### src/rtl/core/cdr_divider.sv
module cdr_divider #(
	parameter int DW = 64,
	parameter int VW = 44
) (
	input  logic          clk,
	input  logic          arst_n,
	input  logic          start,
	input  logic [DW-1:0] dividend,
	input  logic [VW-1:0] divisor,
	output logic          busy,
	output logic [DW-1:0] quo,
	output logic [VW-1:0] rem
);
	localparam int CNT_W = $clog2(DW + 1);

	logic [CNT_W-1:0] cnt_q;
	logic             busy_q;
	logic [DW-1:0]    quo_q;
	logic [VW-1:0]    rem_q;
	logic [VW-1:0]    den_q;
	logic [VW:0]      trial;
	logic [VW:0]      diff;
	logic             fits;

	assign trial = {rem_q, quo_q[DW-1]};
	assign fits  = trial >= {1'b0, den_q};
	assign diff  = trial - {1'b0, den_q};

	always_ff @(posedge clk or negedge arst_n) begin
		if (!arst_n) begin
			busy_q <= 1'b0;
			cnt_q  <= '0;
		end else if (!busy_q && start) begin
			busy_q <= 1'b1;
			cnt_q  <= CNT_W'(DW);
		end else if (busy_q) begin
			cnt_q <= cnt_q - CNT_W'(1);
			if (cnt_q == CNT_W'(1)) begin
				busy_q <= 1'b0;
			end
		end
	end

	always_ff @(posedge clk) begin
		if (!busy_q && start) begin
			quo_q <= dividend;
			rem_q <= '0;
			den_q <= divisor;
		end else if (busy_q) begin
			quo_q <= {quo_q[DW-2:0], fits};
			rem_q <= fits ? diff[VW-1:0] : trial[VW-1:0];
		end
	end

	assign busy = busy_q;
	assign quo  = quo_q;
	assign rem  = rem_q;
endmodule

### config.mk
export PLATFORM = sky130hd
export DESIGN_NAME = cdr_divider
export DESIGN_NICKNAME = d
export VERILOG_FILES = /design/src/rtl/core/cdr_divider.sv
export SDC_FILE = /design/constraint.sdc
export NUM_CORES = 1
export LEC_CHECK = 0
export BUFFER_PORTS_ARGS = -buffer_cell sky130_fd_sc_hd__buf_2
export CORE_AREA = 3 3 158 145
export DETAILED_ROUTE_END_ITERATION = 6
export DIE_AREA = 0 0 161 148
export SETUP_SLACK_MARGIN = 0.1
export SLEW_MARGIN = 20
export SYNTH_ARGS = -nofsm -noshare
export SYNTH_HDL_FRONTEND = slang
export SYNTH_SLANG_ARGS = --single-unit
export TNS_END_PERCENT = 20
### constraint.sdc
create_clock -name clk -period 3.45 [get_ports clk]
set_clock_uncertainty 0.15 [all_clocks]
set_input_delay 0.345 -clock clk [delete_from_list [all_inputs] [get_ports clk]]
set_output_delay 0.345 -clock clk [all_outputs]
set_load 0.01 [all_outputs]
Word level (Yosys, flattened, before mapping)
Cells that the tools add are included.

Bits in registers: 160. Latch bits: 0. Bits in writable memories: 0. Memory bits (read-only): 0. Bits of input ports: 111. Output and inout bits: 109. Word-level logic and storage cells: 20. Memories: 0.

Add/subtract/negate cells: 2. Multipliers: 0. Div/mod/pow operators: 0. $lt $le $gt $ge: 1. Eq/ne operators: 1. Shifts and indexed selects: 0. Mux-type cells: 8. Bitwise operators: 0. Reductions and logical operators: 3.

Operator list (count): $mux W64 (2); $ge A45 B44 Y1 (1); $mux W44 (1); $sub A44 B44 Y44 (1); $mux W7 (2); $eq A7 B1 Y1 const B (1); $sub A7 B1 Y7 const B (1); $mux W1 (3); $reduce_bool A2 Y1 (1); $logic_and A1 B1 Y1 (1); $logic_not A1 Y1 (1).

Logic depth before layout (Yosys ltp)
Gate-level depths: netlist of the first run.

Depth after elaboration: 4. Gate-level depth with buffers: 16. Gate-level depth less buffers: 13.

Least setup slack after synthesis of the first run
OpenSTA, ideal clock, no wires.

Kind: register to register. Start point: register rem_q[29], in the netlist rem[29]. End point: register rem_q[4], in the netlist rem[4]. Setup time: 117 ps. Data arrival time: 2681 ps. Data required time: 3183 ps. Slack: 503 ps. Stages on the path, launching flop included: 13. Path buffers: 2. Clock period less this slack: 2947 ps. Cells stage by stage: dfxtp_1 -> ha_1 -> buf_2 -> a21o_1 -> a21o_1 -> a21oi_2 -> nor2_1 -> or4_1 -> a21oi_2 -> o21a_1 -> buf_4 -> mux2_2 -> a22o_1.

Cells in the longest elaborated chain, start to end: 2.

RTL lines: from (decl) (RTL line 19) `logic [VW-1:0] rem_q;`; from (signal assigned) (RTL line 51) `rem_q <= fits ? diff[VW-1:0] : trial[VW-1:0];`; $ge A45 B44 Y1 (RTL line 26) `assign fits = trial >= {1'b0, den_q};`; $mux W44 (RTL line 51).

Every way passes these cells. A chain may end at the register's enable or synchronous reset.

Worst setup path in the final report of the first run
Start point: register quo_q[63], in the netlist quo[63]. End point: register rem_q[36], in the netlist rem[36].

Cells in the longest elaborated chain, start to end: 2. Elaborated cells on any way between the ends: 3. Classes of those cells: 1 x add/sub; 1 x order compare; 1 x mux.

RTL lines: from (decl) (RTL line 18) `logic [DW-1:0] quo_q;`; from (signal assigned) (RTL line 46) `quo_q <= dividend;`; from (signal assigned) (RTL line 50) `quo_q <= {quo_q[DW-2:0], fits};`; $sub A44 B44 Y44 or $ge A45 B44 Y1 (tied branches) (RTL line 27, 26); $mux W44 (*) (RTL line 51).

Every way passes the cells marked *; elsewhere a longest branch is shown, timed or not.

==> metrics.cfg, run 1 <==
[setup_path]
worstPathArrival_ns = 3.36
crit_fanout = 3
r2r_slack_ns = 0.22
crit_start = quo[63]
end_kind = flip-flop
cp_num_cells = 13
crit_type = flip-flop to flip-flop
slowest_delay_ns = 0.43
path_delay_family = compound AO/OA/AOI/OAI gates
r2r-start = quo[63]
slowest_stage = edfxtp_1
startpoint_type = flip-flop
crit_chain = inv_1 > ha_1 > fa_1 > nor2b_1 > o31a_1 > o31a_1 > o31ai_4 > nand3_2 > buf_4 > a21oi_1 > nand4_1 > a32oi_1 > a21oi_1
timing.critical_path.buf_inv = 2
cp.required_ns = 3.59
crit_path_end = rem[36]
reg2regPathDepth = 13
r2r-end = rem[36]

[floorplan]
core_um2 = 21440
io_pins = 220
rows = 51
design.die.area_um2 = 23830
initial_core_util_pct = 41.47
die_width_um = 161
die_h_um = 148

[clock_network]
cts_buffers = 17
clock_sinks = 160
clk-insertion-delay-late_ns = 0.44
clkTransAtPathRegs_ns = 0.07
clockBufferDepth = 2
cts_tree = yes
htreeDepth = 4
cts_root_buffer = clkbuf_16

[logic_synthesis]
async_flop_share_pct = 5.000
syn_area_um2 = 8892
syn_avg_cell_area_um2 = 9.215
ys_types = 65
synth_area_leaders = edfxtp_1 36%, nand2_1 11%, dfxtp_1 9.9%
yosysWarnings = 0
synth_seq_cells = 160
yosysTopAreaCell = edfxtp_1
synth_fp_nets = 1123
synth_edf_count = 108
dominantRegCellSynth = edfxtp_1
yosysSeqAreaShare_pct = 48.63
syn_inst = 965
synth_top_area_share_pct = 36.47

[global_route]
grt_pass1_vias = 7747
antenna_found_initial = 0
grt_first_pass_wirelength_um = 40060
gr-total-overflow = 0
grt_max_degree = 68
grt_usage_pct = 20.98

[route]
vias = 8032
drtIter0Drc = 516
ant_nets = 0
drc = 0
routed_wirelength_um = 25240
routed.top_layer = met4
dr.pass1.iters = 4
wl_met1_um = 11760
dr_wl_met2_um = 11400
avgRoutedWirePerCell_um = 16.10
dr_wl_met3_um = 1699
drt-vias-per-instance = 5.122

[job]
drv_cap = 0

[sta]
worst_slew_pin_slew_ns = 0.7048
finalCriticalPeriod_ns = 3.227
finalCritPeriodShare_pct = 93.54
slew_headroom_pct = 53.01
max_freq_mhz = 309.9
report.final.slew_viol_count = 0
fin_setup_tns_ns = 0
setup_violations = 0
hold_viol_final = 0
fin_ws_ns = 0.2229
rsz0062_at_grt = yes

[worst_hold_path]
hold_start = dividend[61]
hold_depth = 3
hp-class = primary input to flip-flop

[placed_design]
dp_hpwl_um = 18070
dp_slack_ns = -0.01283
port_buffers = 219
globalplace.congestion = 0.8998

[layout]
nFillCells = 2003
layout-drive-gt1-share_pct = 24.43
utilization_pct = 55.49
antenna_cells = 0
fin_nets = 1422
syn2layout_area_growth_pct = 33.78
layout_common_cells = 259 x nand2_1, 219 x buf_2, 108 x edfxtp_1, 77 x dlygate4sd3_1, 65 x inv_1
layout_commonest_cell = nand2_1

[status]
status = finished, final reports clean

[power_and_ir_drop]
power_density_nw_per_um2 = 942.1
total_power_uw = 11210
ir_drop_uv = 492.0
p_leak_uw = 0.005525

==> tightest hold or removal path, stage by stage <==
cell and delay (ns):
buf_2 0.07, nand2_1 0.04, nand2_1 0.04
==> where the power goes <==
group | internal, µW | total [µW] | switching (µW)
clock network | 996 | 1960 | 962
logic | 2550 | 5700 | 3150
registers | 2960 | 3550 | 592
total | 6510 | 11200 | 4700
==> Yosys cell counts, types with 2 or more instances <==
| cell type | count |
|---|---|
| nand2_1 | 259 |
| edfxtp_1 | 108 |
| inv_1 | 67 |
| a21oi_1 | 59 |
| o21ai_0 | 59 |
| ha_1 | 46 |
| dfxtp_1 | 44 |
| nor2_1 | 35 |
| a22o_1 | 30 |
| clkbuf_1 | 23 |
| a21o_1 | 22 |
| xnor2_1 | 21 |
| xor2_1 | 15 |
| buf_2 | 12 |
| nand4_1 | 12 |
| a32oi_1 | 11 |
| nand2b_1 | 10 |
| dfrtp_1 | 8 |
| nand3_1 | 8 |
| o31ai_1 | 8 |
| a31oi_1 | 7 |
| buf_1 | 7 |
| o21a_1 | 7 |
| o21bai_1 | 7 |
| nor3_1 | 6 |
| nor4_1 | 6 |
| o21ai_1 | 6 |
| a211oi_1 | 4 |
| and2_1 | 4 |
| buf_6 | 4 |
| or3_1 | 4 |
| a21boi_0 | 3 |
| a21oi_2 | 3 |
| o211ai_1 | 3 |
| o31a_1 | 3 |
| clkbuf_2 | 2 |
| mux2_2 | 2 |
| nor2b_1 | 2 |
| nor3b_1 | 2 |
==> cell type report <==
cell class | count | area (µm²) | share of cell area, %
Tap cell | 291 | 364.1 | 3.061
Clock inverter | 15 | 203.9 | 1.714
Inverter | 67 | 254.0 | 2.135
Clock buffer | 17 | 425.4 | 3.576
Sequential cell | 160 | 4325 | 36.36
Multi-Input combinational cell | 689 | 4159 | 34.96
Timing Repair Buffer | 329 | 2165 | 18.20
==> metal layers <==
metal | up-vias | track usage, %
li1 | 3997 | -
met1 | 3745 | 28.87
met2 | 260 | 33.07
met3 | 30 | 5.576
met4 | 0 | 5.419
met5 | - | 0
==> stage by stage <==
step	cell area [µm²]	hold WS, ns	std cells
floorplan	8892	-0.1006	965
global placement	10400	0.04895	1455
detailed placement	10400	0.05510	1455
finish	11900	0.01715	1568
global route	11900	0.002733	1568
CTS	11800	0.00004075	1563
==> cell families (layout without fill, tap and decap cells) <==
group	after synthesis	count (layout)	synth area share [%]
AO/OA/AOI/OAI	244	244	18.18
buffers and inverters	116	428	5.474
adder cells (fa/ha/maj)	47	47	6.698
XOR/XNOR	36	36	3.546
flip-flops	160	160	48.63
AND/OR/NAND/NOR	359	359	17.11
multiplexers	3	3	0.3658
==> worst min-delay path by stage <==
stage	slack (ns)	to
6_report	0.02	quo[61]
5_1_grt	0.003	quo[35]
4_1_cts	0.00004	quo[51]
3_5_place_dp	0.06	cnt_q[3]
3_3_place_gp	0.05	cnt_q[3]
2_1_floorplan	-0.10	busy
==> state kept, by name, indices dropped and copies added, names as in the netlist <==
register  cells
busy          1
cnt_q         7
den_q        44
quo          64
rem          44
==> repair_timing <==
action	4_1_cts	5_1_grt
endpoints found under the setup margin	2	33
resized for setup	1	14
pin swaps	0	2
hold endpoints to repair	83	1
setup buffers	0	4
hold buffers	76	1
(Power assumes the default switching activity.)
==> inputs of run 2 (changes only) <==
--- a/config.mk
+++ b/config.mk
@@ -9,7 +9,7 @@
 export CORE_AREA = 3 3 158 145
 export DETAILED_ROUTE_END_ITERATION = 6
 export DIE_AREA = 0 0 161 148
-export SETUP_SLACK_MARGIN = 0.1
+export SETUP_SLACK_MARGIN = 0.4
 export SLEW_MARGIN = 20
 export SYNTH_ARGS = -nofsm -noshare
 export SYNTH_HDL_FRONTEND = slang
==> run 2 against run 1 <==
Compared with the run above: critical path depth stayed put; combinational power is 14% higher; power is 7.6% higher; via count is 3.1% higher; hold slack worse by 0.0049 ns.
==> metrics.cfg, run 2 (synthesized netlist as in run 1, its figures left out) <==
[status]
status = finished, final reports clean

[placed_design]
port_buffers = 219
globalplace.congestion = 0.8998
dp_slack_ns = -0.01283
dp_hpwl_um = 18070
placed_area_um2 = 10400
placed_cells = 1455

[worst_hold_path]
hp-class = primary input to flip-flop
hold_depth = 3
whs_endpoint = quo[61]
hold_start = dividend[61]

[setup_path]
cp_common_cell = o31a_1
slowest_stage = edfxtp_1
reg2regPathDepth = 13
crit_fanout = 3
cp.required_ns = 3.63
crit_chain = inv_1 > ha_2 > fa_2 > nor2b_2 > o31a_1 > o31a_1 > o31ai_4 > nand3_2 > a211oi_4 > o21bai_1 > xnor2_1 > o21ai_0 > a22o_1
r2r-end = rem[38]
crit_type = flip-flop to flip-flop
r2r-start = quo[63]
startpoint_type = flip-flop
slowest_delay_ns = 0.40
r2r_slack_ns = 0.33
worstPathArrival_ns = 3.30
end_kind = flip-flop

[sta]
finalCriticalPeriod_ns = 3.116
hold_viol_final = 0
fin_ws_ns = 0.3341
setup_violations = 0
slew_headroom_pct = 53.20
finalCritPeriodShare_pct = 90.32
fin_setup_tns_ns = 0
max_freq_mhz = 320.9
rsz0062_at_grt = yes
report.final.slew_viol_count = 0
worst_slew_pin_slew_ns = 0.7019

[route]
dr.pass1.iters = 5
drc = 0
drtIter0Drc = 550
dr_wl_met2_um = 12320
routed.top_layer = met4
wl_met1_um = 11970
avgRoutedWirePerCell_um = 16.75
vias = 8284
drt-vias-per-instance = 5.217
routed_wirelength_um = 26600
dr_wl_met3_um = 1897
ant_nets = 0

[power_and_ir_drop]
p_leak_uw = 0.005704
pwr-share-comb_pct = 54.1
p_int_uw = 7004
seq_power_share_pct = 29.7
ir_drop_uv = 495.7
switching_share_pct = 41.90
p_sw_uw = 5051
power_density_nw_per_um2 = 971.6
pwr-share-clk_pct = 16.2

[layout]
utilization_pct = 57.87
final_area_um2 = 12410
syn2layout_area_growth_pct = 39.54
layout_commonest_cell = nand2_1
fin_nets = 1442
layoutNonFillerInstCount = 1588
layout_common_cells = 254 x nand2_1, 219 x buf_2, 108 x edfxtp_1, 77 x dlygate4sd3_1, 64 x inv_1
largest_reg_flops = 64
layout-drive-gt1-share_pct = 28.99
antenna_cells = 0

[global_route]
grt_first_pass_wirelength_um = 40490
grt_pass1_vias = 7843
antenna_found_initial = 0
grt_max_degree = 68
grt_usage_pct = 21.20
gr-total-overflow = 0

[clock_network]
cts_tree = yes
clock_sinks = 160
clkTransAtPathRegs_ns = 0.07
cts_buffers = 17
htreeDepth = 4
cts_root_buffer = clkbuf_16
clk-insertion-delay-late_ns = 0.44
clockBufferDepth = 2

[floorplan]
io_pins = 220
initial_core_util_pct = 41.47
design.die.area_um2 = 23830
die_h_um = 148
core_um2 = 21440
rows = 51
die_width_um = 161

[job]
drv_cap = 0

-- run 2: cell count changes in the layout (fill, tap and decap cells not counted), moves of 6 or more --
cell	delta
ha_1	-8
o21ai_2	+6
a21oi_1	-7
buf_4	+9
o21ai_0	-7
-- run 2: routing by layer --
layer | track usage, % | up-vias
met2 | 33.73 | 324
li1 | - | 4035
met4 | 5.462 | 0
met3 | 5.688 | 36
met1 | 28.88 | 3889
met5 | 0 | -
-- run 2: worst max-delay path: cells and delay by family, from the launching register on --
kind	cells	cell delay, ns
compound gates	7	1.61
xor+xnor	1	0.13
simple gates	2	0.25
flops	1	0.40
buf+inv	1	0.08
fa+ha+maj	2	0.39
-- run 2: cell type report --
type,instances,area [µm²]
fill,1937,9032
multi-input combinational,690,4402
sequential,160,4329
timing repair buffer,348,2430
clock buffer,17,425.4
tap,291,364.1
inverter,67,254.0
clock inverter,15,203.9
-- run 2: repair_timing --
action	in CTS	in global routing
hold buffers	76	1
gates resized for setup	22	59
pin swaps	9	22
endpoints found under the setup margin	43	45
gates cloned	0	7
setup buffers	7	10
endpoints found under the hold margin	83	1
-- run 2: power groups by stage --
stage          Clock, µW  Sequential [µW]  Combinational, µW
2_1_floorplan          0             3790               3400
3_3_place_gp           0             3570               5430
3_5_place_dp           0             3570               5470
4_1_cts             2010             3560               5750
5_1_grt             2090             3680               7140
6_report            1950             3580               6520
-- run 2: worst max-delay path by stage --
stage | startpoint | to | slack (ns) | cells past startpoint
finish | quo[63] | rem[38] | 0.33 | 13
detailed placement | quo[63] | rem[38] | -0.01 | 13
global route | den_q[3] | rem[35] | 0.21 | 12
floorplan | rem[29] | rem[4] | 0.50 | 12
CTS | den_q[9] | rem[37] | 0.35 | 10
global placement | quo[63] | rem[38] | -0.04 | 13
-- run 2: stage by stage --
| step | power (µW) | hold WS (ns) |
|---|---|---|
| 2_1_floorplan | 7184 | -0.1006 |
| 3_3_place_gp | 9000 | 0.04895 |
| 3_5_place_dp | 9044 | 0.05510 |
| 4_1_cts | 11320 | 0.00004075 |
| 5_1_grt | 12910 | 0.002733 |
| 6_report | 12060 | 0.01228 |
